===== config.mk =====
export PLATFORM = sky130hd
export DESIGN_NAME = intel_hex_record_checker_unit_flat
export DESIGN_NICKNAME = d
export VERILOG_FILES = /design/src/ihex_chk_pkg.sv /design/src/ihex_chk_intf.sv /design/src/ihex_chk_in_stage.sv /design/src/ihex_chk_parser.sv /design/src/ihex_chk_out_stage.sv /design/src/intel_hex_record_checker_unit.sv /design/src/flat_wrapper.sv
export SDC_FILE = /design/constraint.sdc
export NUM_CORES = 1
export LEC_CHECK = 0
export BUFFER_PORTS_ARGS = -buffer_cell sky130_fd_sc_hd__buf_2
export CAP_MARGIN = 40
export CORE_MARGIN = 2
export CORE_UTILIZATION = 45
export DETAILED_ROUTE_END_ITERATION = 10
export PLACE_DENSITY = 0.69
export SYNTH_ARGS = -nofsm -noshare
export SYNTH_HDL_FRONTEND = slang
export SYNTH_SLANG_ARGS = --single-unit

===== constraint.sdc =====
create_clock -name clock -period 8.9 [get_ports clock]
set_input_delay 0.89 -clock clock [delete_from_list [all_inputs] [get_ports clock]]
set_output_delay 0.89 -clock clock [all_outputs]
set_load 0.02 [all_outputs]

===== src/ihex_chk_pkg.sv =====
// Shared types, constants and the hex digit decoder for the Intel HEX record checker.
// No dependencies; the parser, result register and top module import this package.
`timescale 1ns / 1ps
`default_nettype none

package ihex_chk_pkg;

   // ascii codes the parser reacts to
   localparam logic [7:0] CHAR_COLON = 8'h3A;
   localparam logic [7:0] CHAR_CR    = 8'h0D;
   localparam logic [7:0] CHAR_LF    = 8'h0A;
   localparam logic [7:0] CHAR_ZERO  = 8'h30;
   localparam logic [7:0] CHAR_NINE  = 8'h39;
   localparam logic [7:0] CHAR_A     = 8'h41;
   localparam logic [7:0] CHAR_F     = 8'h46;

   // record types from this value up are rejected
   localparam logic [7:0] TYPE_LIMIT = 8'd6;

   // result codes
   typedef enum logic [2:0] {
      KIND_DATA      = 3'd0,
      KIND_OK        = 3'd1,
      KIND_CSUM_ERR  = 3'd2,
      KIND_BAD_START = 3'd3,
      KIND_BAD_TYPE  = 3'd4
   } kind_type;

   // one result transaction
   typedef struct packed {
      kind_type    kind;
      logic [15:0] address;
      logic [7:0]  data_byte;
      logic [7:0]  rec_type;
      logic [7:0]  rec_len;
   } result_type;

   // parser outcome for the character in the input register
   typedef struct packed {
      logic       has_result;
      result_type result;
   } step_type;

   // uppercase hex digit to value, anything else gives zero
   function automatic logic [3:0] decode_digit(input logic [7:0] c);
      logic [7:0] diff;
      begin
         diff = 8'd0;
         if (c inside {[CHAR_ZERO:CHAR_NINE]}) begin
            diff = c - CHAR_ZERO;
         end else if (c inside {[CHAR_A:CHAR_F]}) begin
            diff = c - CHAR_A + 8'd10;
         end
         decode_digit = diff[3:0];
      end
   endfunction

endpackage

`default_nettype wire


===== src/ihex_chk_intf.sv =====
// Valid/ready channel interfaces of the Intel HEX record checker.
// Depends on nothing; the request channel carries characters, the response channel results.
`timescale 1ns / 1ps
`default_nettype none

interface ihex_chk_req_if;
   logic       valid;
   logic       ready;
   logic [7:0] char_in;

   modport source (output valid, output char_in, input ready);
   modport sink   (input valid, input char_in, output ready);
endinterface

interface ihex_chk_rsp_if;
   logic        valid;
   logic        ready;
   logic [2:0]  kind;
   logic [15:0] address;
   logic [7:0]  data_byte;
   logic [7:0]  rec_type;
   logic [7:0]  rec_len;

   modport source (output valid, output kind, output address, output data_byte,
                   output rec_type, output rec_len, input ready);
   modport sink   (input valid, input kind, input address, input data_byte,
                   input rec_type, input rec_len, output ready);
endinterface

`default_nettype wire


===== src/ihex_chk_in_stage.sv =====
// Input register of the Intel HEX record checker: holds one character for the parser.
// Depends on no package.
`timescale 1ns / 1ps
`default_nettype none

module ihex_chk_in_stage (
   input  wire logic       clock,
   input  wire logic       reset,
   input  wire logic       req_valid,
   output logic            req_ready,
   input  wire logic [7:0] req_char,
   input  wire logic       advance,
   output logic            held_valid,
   output logic [7:0]      held_char
);

   logic       valid_ff, valid_in;
   logic [7:0] char_ff, char_in;

   // free when empty or when the held character moves on this cycle
   assign req_ready = !valid_ff || advance;

   always_comb begin
      valid_in = valid_ff;
      char_in  = char_ff;
      if (req_ready) begin
         valid_in = req_valid;
         char_in  = req_char;
      end
   end

   always_ff @(posedge clock) begin
      if (reset) begin
         valid_ff <= 1'b0;
      end else begin
         valid_ff <= valid_in;
      end
      char_ff <= char_in;
   end

   assign held_valid = valid_ff;
   assign held_char  = char_ff;

endmodule

`default_nettype wire


===== src/ihex_chk_parser.sv =====
// Record parser of the Intel HEX record checker: state and one-character step logic.
// Depends on ihex_chk_pkg for the digit decoder, result codes and step struct.
`timescale 1ns / 1ps
`default_nettype none

module ihex_chk_parser
   import ihex_chk_pkg::*;
(
   input  wire logic       clock,
   input  wire logic       reset,
   input  wire logic [7:0] char_in,
   input  wire logic       advance,
   output step_type        step
);

   typedef enum logic [2:0] {
      PH_WAIT  = 3'd0,
      PH_COUNT = 3'd1,
      PH_ADDR  = 3'd2,
      PH_TYPE  = 3'd3,
      PH_DATA  = 3'd4,
      PH_CSUM  = 3'd5
   } phase_type;

   phase_type   phase_ff, phase_in;
   logic [3:0]  upper_ff, upper_in;
   logic [1:0]  toggle_ff, toggle_in;
   logic [7:0]  count_ff, count_in;
   logic [15:0] base_ff, base_in;
   logic [7:0]  type_ff, type_in;
   logic [7:0]  offset_ff, offset_in;
   logic [7:0]  sum_ff, sum_in;

   logic [3:0]  nib;
   logic [7:0]  byte_val;
   logic        byte_done;
   logic [7:0]  expect_sum;

   assign nib        = decode_digit(char_in);
   assign byte_val   = {upper_ff, nib};
   assign byte_done  = toggle_ff[0];
   assign expect_sum = 8'd0 - sum_ff;

   // one character step
   always_comb begin
      phase_in  = phase_ff;
      upper_in  = upper_ff;
      toggle_in = toggle_ff;
      count_in  = count_ff;
      base_in   = base_ff;
      type_in   = type_ff;
      offset_in = offset_ff;
      sum_in    = sum_ff;

      step.has_result        = 1'b0;
      step.result.kind       = KIND_DATA;
      step.result.address    = 16'd0;
      step.result.data_byte  = 8'd0;
      step.result.rec_type   = 8'd0;
      step.result.rec_len    = 8'd0;

      case (phase_ff)
         PH_COUNT, PH_ADDR, PH_TYPE, PH_DATA, PH_CSUM: begin
            // inside a record: assemble bytes from digit pairs
            if (phase_ff == PH_ADDR) begin
               base_in = {base_ff[11:0], nib};
            end
            if (!byte_done) begin
               upper_in = nib;
            end
            toggle_in = toggle_ff + 2'd1;
            if (byte_done) begin
               case (phase_ff)
                  PH_COUNT: begin
                     count_in  = byte_val;
                     sum_in    = sum_ff + byte_val;
                     phase_in  = PH_ADDR;
                     toggle_in = 2'd0;
                  end
                  PH_ADDR: begin
                     sum_in = sum_ff + byte_val;
                     if (toggle_ff == 2'd3) begin
                        phase_in  = PH_TYPE;
                        toggle_in = 2'd0;
                     end
                  end
                  PH_TYPE: begin
                     type_in   = byte_val;
                     sum_in    = sum_ff + byte_val;
                     toggle_in = 2'd0;
                     if (byte_val >= TYPE_LIMIT) begin
                        phase_in             = PH_WAIT;
                        step.has_result      = 1'b1;
                        step.result.kind     = KIND_BAD_TYPE;
                        step.result.address  = base_ff;
                        step.result.rec_type = byte_val;
                        step.result.rec_len  = count_ff;
                     end else begin
                        offset_in = 8'd0;
                        phase_in  = (count_ff == 8'd0) ? PH_CSUM : PH_DATA;
                     end
                  end
                  PH_DATA: begin
                     sum_in                = sum_ff + byte_val;
                     offset_in             = offset_ff + 8'd1;
                     step.has_result       = 1'b1;
                     step.result.kind      = KIND_DATA;
                     step.result.address   = base_ff + {8'd0, offset_ff};
                     step.result.data_byte = byte_val;
                     step.result.rec_type  = type_ff;
                     step.result.rec_len   = count_ff;
                     if (offset_in == count_ff) begin
                        phase_in  = PH_CSUM;
                        toggle_in = 2'd0;
                     end
                  end
                  default: begin
                     // checksum byte closes the record
                     phase_in             = PH_WAIT;
                     toggle_in            = 2'd0;
                     step.has_result      = 1'b1;
                     step.result.kind     = (expect_sum == byte_val) ? KIND_OK
                                                                     : KIND_CSUM_ERR;
                     step.result.address  = base_ff;
                     step.result.rec_type = type_ff;
                     step.result.rec_len  = count_ff;
                  end
               endcase
            end
         end
         default: begin
            // waiting for the start colon
            if (char_in == CHAR_COLON) begin
               sum_in    = 8'd0;
               offset_in = 8'd0;
               base_in   = 16'd0;
               count_in  = 8'd0;
               type_in   = 8'd0;
               upper_in  = 4'd0;
               phase_in  = PH_COUNT;
               toggle_in = 2'd0;
            end else begin
               phase_in = PH_WAIT;
               if (char_in != CHAR_CR && char_in != CHAR_LF) begin
                  step.has_result  = 1'b1;
                  step.result.kind = KIND_BAD_START;
               end
            end
         end
      endcase
   end

   // state update when the held character is consumed
   always_ff @(posedge clock) begin
      if (reset) begin
         phase_ff  <= PH_WAIT;
         upper_ff  <= 4'd0;
         toggle_ff <= 2'd0;
         count_ff  <= 8'd0;
         base_ff   <= 16'd0;
         type_ff   <= 8'd0;
         offset_ff <= 8'd0;
         sum_ff    <= 8'd0;
      end else if (advance) begin
         phase_ff  <= phase_in;
         upper_ff  <= upper_in;
         toggle_ff <= toggle_in;
         count_ff  <= count_in;
         base_ff   <= base_in;
         type_ff   <= type_in;
         offset_ff <= offset_in;
         sum_ff    <= sum_in;
      end
   end

endmodule

`default_nettype wire


===== src/ihex_chk_out_stage.sv =====
// Result register of the Intel HEX record checker: holds one result until taken.
// Depends on ihex_chk_pkg for the result struct.
`timescale 1ns / 1ps
`default_nettype none

module ihex_chk_out_stage
   import ihex_chk_pkg::*;
(
   input  wire logic clock,
   input  wire logic reset,
   input  wire logic load,
   input  result_type load_result,
   output logic       free,
   output logic       rsp_valid,
   input  wire logic  rsp_ready,
   output result_type rsp_result
);

   logic       valid_ff, valid_in;
   result_type result_ff, result_in;

   // room for a new result when empty or being taken now
   assign free = !valid_ff || rsp_ready;

   always_comb begin
      valid_in  = valid_ff;
      result_in = result_ff;
      if (load) begin
         valid_in  = 1'b1;
         result_in = load_result;
      end else if (rsp_ready) begin
         valid_in = 1'b0;
      end
   end

   always_ff @(posedge clock) begin
      if (reset) begin
         valid_ff <= 1'b0;
      end else begin
         valid_ff <= valid_in;
      end
      result_ff <= result_in;
   end

   assign rsp_valid  = valid_ff;
   assign rsp_result = result_ff;

endmodule

`default_nettype wire


===== src/intel_hex_record_checker_unit.sv =====
// Intel HEX record checker: one ASCII character per transaction in, at most one result out.
// A result passes through the input register and then the result register before it is presented.
// Throughput: one character per cycle; a character that yields a result stalls while the
// result register is full and not being taken. The parser step lies between the two registers.
// Reset (synchronous, active high) empties both registers and returns the parser
// to waiting for a start colon with all record fields cleared.
`timescale 1ns / 1ps
`default_nettype none

module intel_hex_record_checker_unit
   import ihex_chk_pkg::*;
(
   input  wire logic      clock,
   input  wire logic      reset,
   ihex_chk_req_if.sink   req_chan,
   ihex_chk_rsp_if.source rsp_chan
);

   logic       held_valid;
   logic [7:0] held_char;
   logic       advance;
   logic       out_free;
   step_type   step;
   result_type rsp_result;

   // held character moves on unless it has a result and the result register is busy
   assign advance = held_valid && (!step.has_result || out_free);

   ihex_chk_in_stage u_in (
      .clock      (clock),
      .reset      (reset),
      .req_valid  (req_chan.valid),
      .req_ready  (req_chan.ready),
      .req_char   (req_chan.char_in),
      .advance    (advance),
      .held_valid (held_valid),
      .held_char  (held_char)
   );

   ihex_chk_parser u_parser (
      .clock   (clock),
      .reset   (reset),
      .char_in (held_char),
      .advance (advance),
      .step    (step)
   );

   ihex_chk_out_stage u_out (
      .clock       (clock),
      .reset       (reset),
      .load        (advance && step.has_result),
      .load_result (step.result),
      .free        (out_free),
      .rsp_valid   (rsp_chan.valid),
      .rsp_ready   (rsp_chan.ready),
      .rsp_result  (rsp_result)
   );

   // result fields onto the response channel
   assign rsp_chan.kind      = rsp_result.kind;
   assign rsp_chan.address   = rsp_result.address;
   assign rsp_chan.data_byte = rsp_result.data_byte;
   assign rsp_chan.rec_type  = rsp_result.rec_type;
   assign rsp_chan.rec_len   = rsp_result.rec_len;

endmodule

`default_nettype wire

===== src/flat_wrapper.sv =====
// flat-port wrapper written by rule: the top's interface ports become plain ports
module intel_hex_record_checker_unit_flat import ihex_chk_pkg::*;
  (clock, reset, req_chan_valid, req_chan_char_in, req_chan_ready, rsp_chan_valid, rsp_chan_kind, rsp_chan_address, rsp_chan_data_byte, rsp_chan_rec_type, rsp_chan_rec_len, rsp_chan_ready);
  ihex_chk_req_if req_chan_i ();
  ihex_chk_rsp_if rsp_chan_i ();
  input  wire logic clock;
  input  wire logic reset;
  input wire logic [$bits(req_chan_i.valid)-1:0] req_chan_valid;
  input wire logic [$bits(req_chan_i.char_in)-1:0] req_chan_char_in;
  output wire logic [$bits(req_chan_i.ready)-1:0] req_chan_ready;
  output wire logic [$bits(rsp_chan_i.valid)-1:0] rsp_chan_valid;
  output wire logic [$bits(rsp_chan_i.kind)-1:0] rsp_chan_kind;
  output wire logic [$bits(rsp_chan_i.address)-1:0] rsp_chan_address;
  output wire logic [$bits(rsp_chan_i.data_byte)-1:0] rsp_chan_data_byte;
  output wire logic [$bits(rsp_chan_i.rec_type)-1:0] rsp_chan_rec_type;
  output wire logic [$bits(rsp_chan_i.rec_len)-1:0] rsp_chan_rec_len;
  input wire logic [$bits(rsp_chan_i.ready)-1:0] rsp_chan_ready;
  assign req_chan_i.valid = req_chan_valid;
  assign req_chan_i.char_in = req_chan_char_in;
  assign req_chan_ready = req_chan_i.ready;
  assign rsp_chan_valid = rsp_chan_i.valid;
  assign rsp_chan_kind = rsp_chan_i.kind;
  assign rsp_chan_address = rsp_chan_i.address;
  assign rsp_chan_data_byte = rsp_chan_i.data_byte;
  assign rsp_chan_rec_type = rsp_chan_i.rec_type;
  assign rsp_chan_rec_len = rsp_chan_i.rec_len;
  assign rsp_chan_i.ready = rsp_chan_ready;
  intel_hex_record_checker_unit u_core (.clock(clock), .reset(reset), .req_chan(req_chan_i), .rsp_chan(rsp_chan_i));
endmodule

==> results.tsv <==
stage	metric	value	unit
final_layout	layout-drive-gt1-share	0.145	
logic_synthesis	syn_avg_cell_area	9.85	sq um
cts	clockBufferDepth	2	
cts	h-tree-depth	3	
worst_setup_path	r2r.worst_path.cells	16	
sta	setup_viol	0	
logic_synthesis	yosys-mux-area-fraction	0.0169	
die	start_util	0.456	
sta	max_slew_margin	0.372	
detailed_routing	routed_via_density	5.88	
global_routing	grt_overflow	0	
worst_setup_path	crit_cells	10	
worst_setup_path	crit_arrival	3.39	ns
sta	drv_slew	0	
worst_setup_path	crit_required	8.01	ns
sta	max_freq	0.234	GHz
place	dp_cells	813	
cts	cts_hold_buf	0	
logic_synthesis	ys_warn_count	0	
logic_synthesis	synth_compound_area_frac	0.188	
global_routing	track_usage	0.214	
die	die_h	119	um
min_path	hold_class	reg2reg	
sta	fin_crit	4.28	ns
detailed_routing	routedWlPerCell	17.8	um
detailed_routing	vias	4875	
logic_synthesis	synth_edf_count	51	
power	power_density	151	nW/um^2
logic_synthesis	syn_nets	645	
global_routing	grt_util_met1	0.290	
logic_synthesis	synth_area_leaders	edfxtp_1 26%, dfxtp_1 20%, ha_1 4.6%	
logic_synthesis	synth-seq-area-share	0.452	
global_routing	grt_pass1_vias	4668	
logic_synthesis	synth_largest_area_cell	edfxtp_1	
cts	clkSlewWorstSetupHoldPaths	0.07	ns
place	io_buffer_count	56	
sta	worst_pin_slew	0.941	ns
final_layout	n_antenna_cell	0	
detailed_routing	wl	14.8	mm
detailed_routing	drc	0	
min_path	worst_hold_path.num_cells	2	
logic_synthesis	synth.cell_area	6000	sq um
sta	fin_setup_tns	0	ns
logic_synthesis	ys_ff_latch	110	
detailed_routing	drtPass1Iterations	5	
detailed_routing	ant_nets	0	
logic_synthesis	synth.most_common_cell	dfxtp_1	
die	dieWidth	119	um
logic_synthesis	synthTopCellsByCount	59 x dfxtp_1, 51 x edfxtp_1, 45 x nand2_1	
global_routing	antenna_found_initial	0	
final_layout	fin_util	0.508	
die	design.core.area	13100	sq um
cts	postCtsSetupRepairBufs	0	
logic_synthesis	synth-simple-area-share	0.206	
cts	ctsResizeCount	0	
die	fp-row-count	42	
cts	tritoncts	done	
global_routing	grt_use_met2	0.342	
power	power_leakage	2.59	nW
power	fin_total_pwr	1.01	mW
sta	skew	0.00671	ns
place	hpwl	10.6	mm
worst_setup_path	critPathSlowestCell	edfxtp_1	
job	drv_cap	0	
worst_setup_path	startpoint_type	flop	
final_layout	instances_no_fill	829	
sta	hold_viol_final	0	
logic_synthesis	synth-xor-area-share	0.0540	
worst_setup_path	path_cells	inv_1, ha_1, nor3b_2, nor4bb_4, a22oi_4, o211ai_4, a311oi_4, nand2b_1, or2_2, buf_2	
detailed_routing	drtIter0Drc	546	
cts	numCtsBuffers	9	
worst_setup_path	cp_num_buf_inv	2	
logic_synthesis	synth.top_cell.area_share	0.255	
worst_setup_path	max_stage_delay	0.45	ns
logic_synthesis	synth_ff_type	dfxtp_1	
final_layout	final_nets	684	
worst_setup_path	crit_type	reg2out	
logic_synthesis	yosys.area_share.adder	0.0526	
global_routing	grt-busiest-layer	met2	
global_routing	grt_pass1_wl	24.3	mm
worst_setup_path	end_kind	output pin	
place	gp_congestion	0.962	
global_routing	use_met3	0.0398	
logic_synthesis	synth_top_family_by_area	simple AND/OR/NAND/NOR gates	
logic_synthesis	syn_inst	609	
final_layout	syn_to_final_growth	11.3	%
worst_setup_path	critPathTopFamily	simple AND/OR/NAND/NOR gates	
logic_synthesis	synthDistinctLibCells	67	
die	die-area	14300	sq um
global_routing	grt_max_degree	34	
sta	rsz0062_at_grt	no	
power	peakVddDrop	107	uV
logic_synthesis	async_flop_share	0	
run_status	status	finished clean	
die	io_pins	57	
cts	clk_latency	0.35	ns
sta	period_share	0.481	
cts	cts-root-buf	clkbuf_16	
cts	clkSinkCount	110	
worst_setup_path	crit_fanout	10	
final_layout	n_fill_cell	1198	
-- cells in the final DEF, fill, tap and decap left out, types with 3 or more instances in the layout --
master      n
ha_1       22
and3_1     16
nand3_1    34
or4_1       3
xnor2_1    26
o21a_1      4
nand2b_1    9
nor3_1     10
a22o_1     17
a22oi_1     9
and2_1     10
a21o_1      5
a2bb2oi_1   5
a21oi_1    44
a31oi_1     4
o21bai_1    4
o21ai_0    34
nand4_1    10
xor2_1     11
a31o_2      6
dfxtp_1    59
nor2b_1    19
nor2_1     41
buf_2      56
nand2_1    45
clkbuf_16   9
edfxtp_1   51
nor4_1      7
inv_1      15
mux2i_1     9
o2111ai_1   3
nor3b_1     4
-- worst register-to-register path, delay by kind of cell (launching register included) --
family / cells / cell delay, ns
buffers and inverters: 2 / 0.16
AND/OR/NAND/NOR: 5 / 0.80
adder cells (fa/ha/maj): 3 / 0.95
flip-flops: 1 / 0.45
XOR/XNOR: 1 / 0.15
AO/OA/AOI/OAI: 5 / 1.12
-- cells by family after synthesis --
| group | after synthesis |
|---|---|
| adder cells (fa/ha/maj) | 24 |
| AND/OR/NAND/NOR | 225 |
| multiplexers | 10 |
| AO/OA/AOI/OAI | 158 |
| buffers and inverters | 45 |
| flip-flops | 110 |
| XOR/XNOR | 37 |
-- layer usage --
metal  vias up  wire length, um
met4         0              308
li1       2336                -
met2       174             6910
met5         -                0
met1      2337             6590
met3        28              966
-- power by group --
group | internal, mW | switching, mW
Clock | 0.196 | 0.176
Combinational | 0.0259 | 0.0608
Sequential | 0.540 | 0.00876
-- worst paths after layout --
check	startpoint	endpoint	slack, ns
hold / removal	u_core.u_parser.type_ff[4]	u_core.u_parser.type_ff[4]	0.46
setup reg to reg	u_core.u_in.held_char[0]	u_core.u_parser.sum_ff[6]	5.19
hold reg to reg	u_core.u_parser.type_ff[4]	u_core.u_parser.type_ff[4]	0.46
setup / recovery	u_core.u_in.held_char[0]	req_chan_ready	4.62
-- final cells by class --
cell class / count / area [sq um] / area share
Multi-Input combinational cell: 454 / 3110 / 0.466
Clock buffer: 12 / 246 / 0.0369
Sequential cell: 110 / 2710 / 0.407
Timing Repair Buffer: 58 / 308 / 0.0461
Inverter: 15 / 56.3 / 0.00844
Tap cell: 176 / 220 / 0.0330
Clock inverter: 4 / 22.5 / 0.00338
-- per-stage QoR --
stage          setup WS [ns]  area (sq um)  hold slack (ns)
6_report                4.62          6670            0.462
5_1_grt                 4.37          6670            0.491
4_1_cts                 4.63          6670            0.462
3_5_place_dp            5.03          6400            0.453
3_3_place_gp            5.16          6380            0.442
2_1_floorplan           4.44          6000            0.433
-- sequential cells by signal (all words and copies together), names as in the netlist, 4 cells and up --
| register | count |
|---|---|
| u_core.u_parser.upper_ff | 4 |
| u_core.u_in.held_char | 8 |
| u_core.u_parser.sum_ff | 8 |
| u_core.u_parser.base_ff | 16 |
| u_core.u_out.rsp_result | 43 |
| u_core.u_parser.count_ff | 8 |
| u_core.u_parser.offset_ff | 8 |
| u_core.u_parser.type_ff | 8 |
No activity file was read; power rests on OpenSTA's default activity.
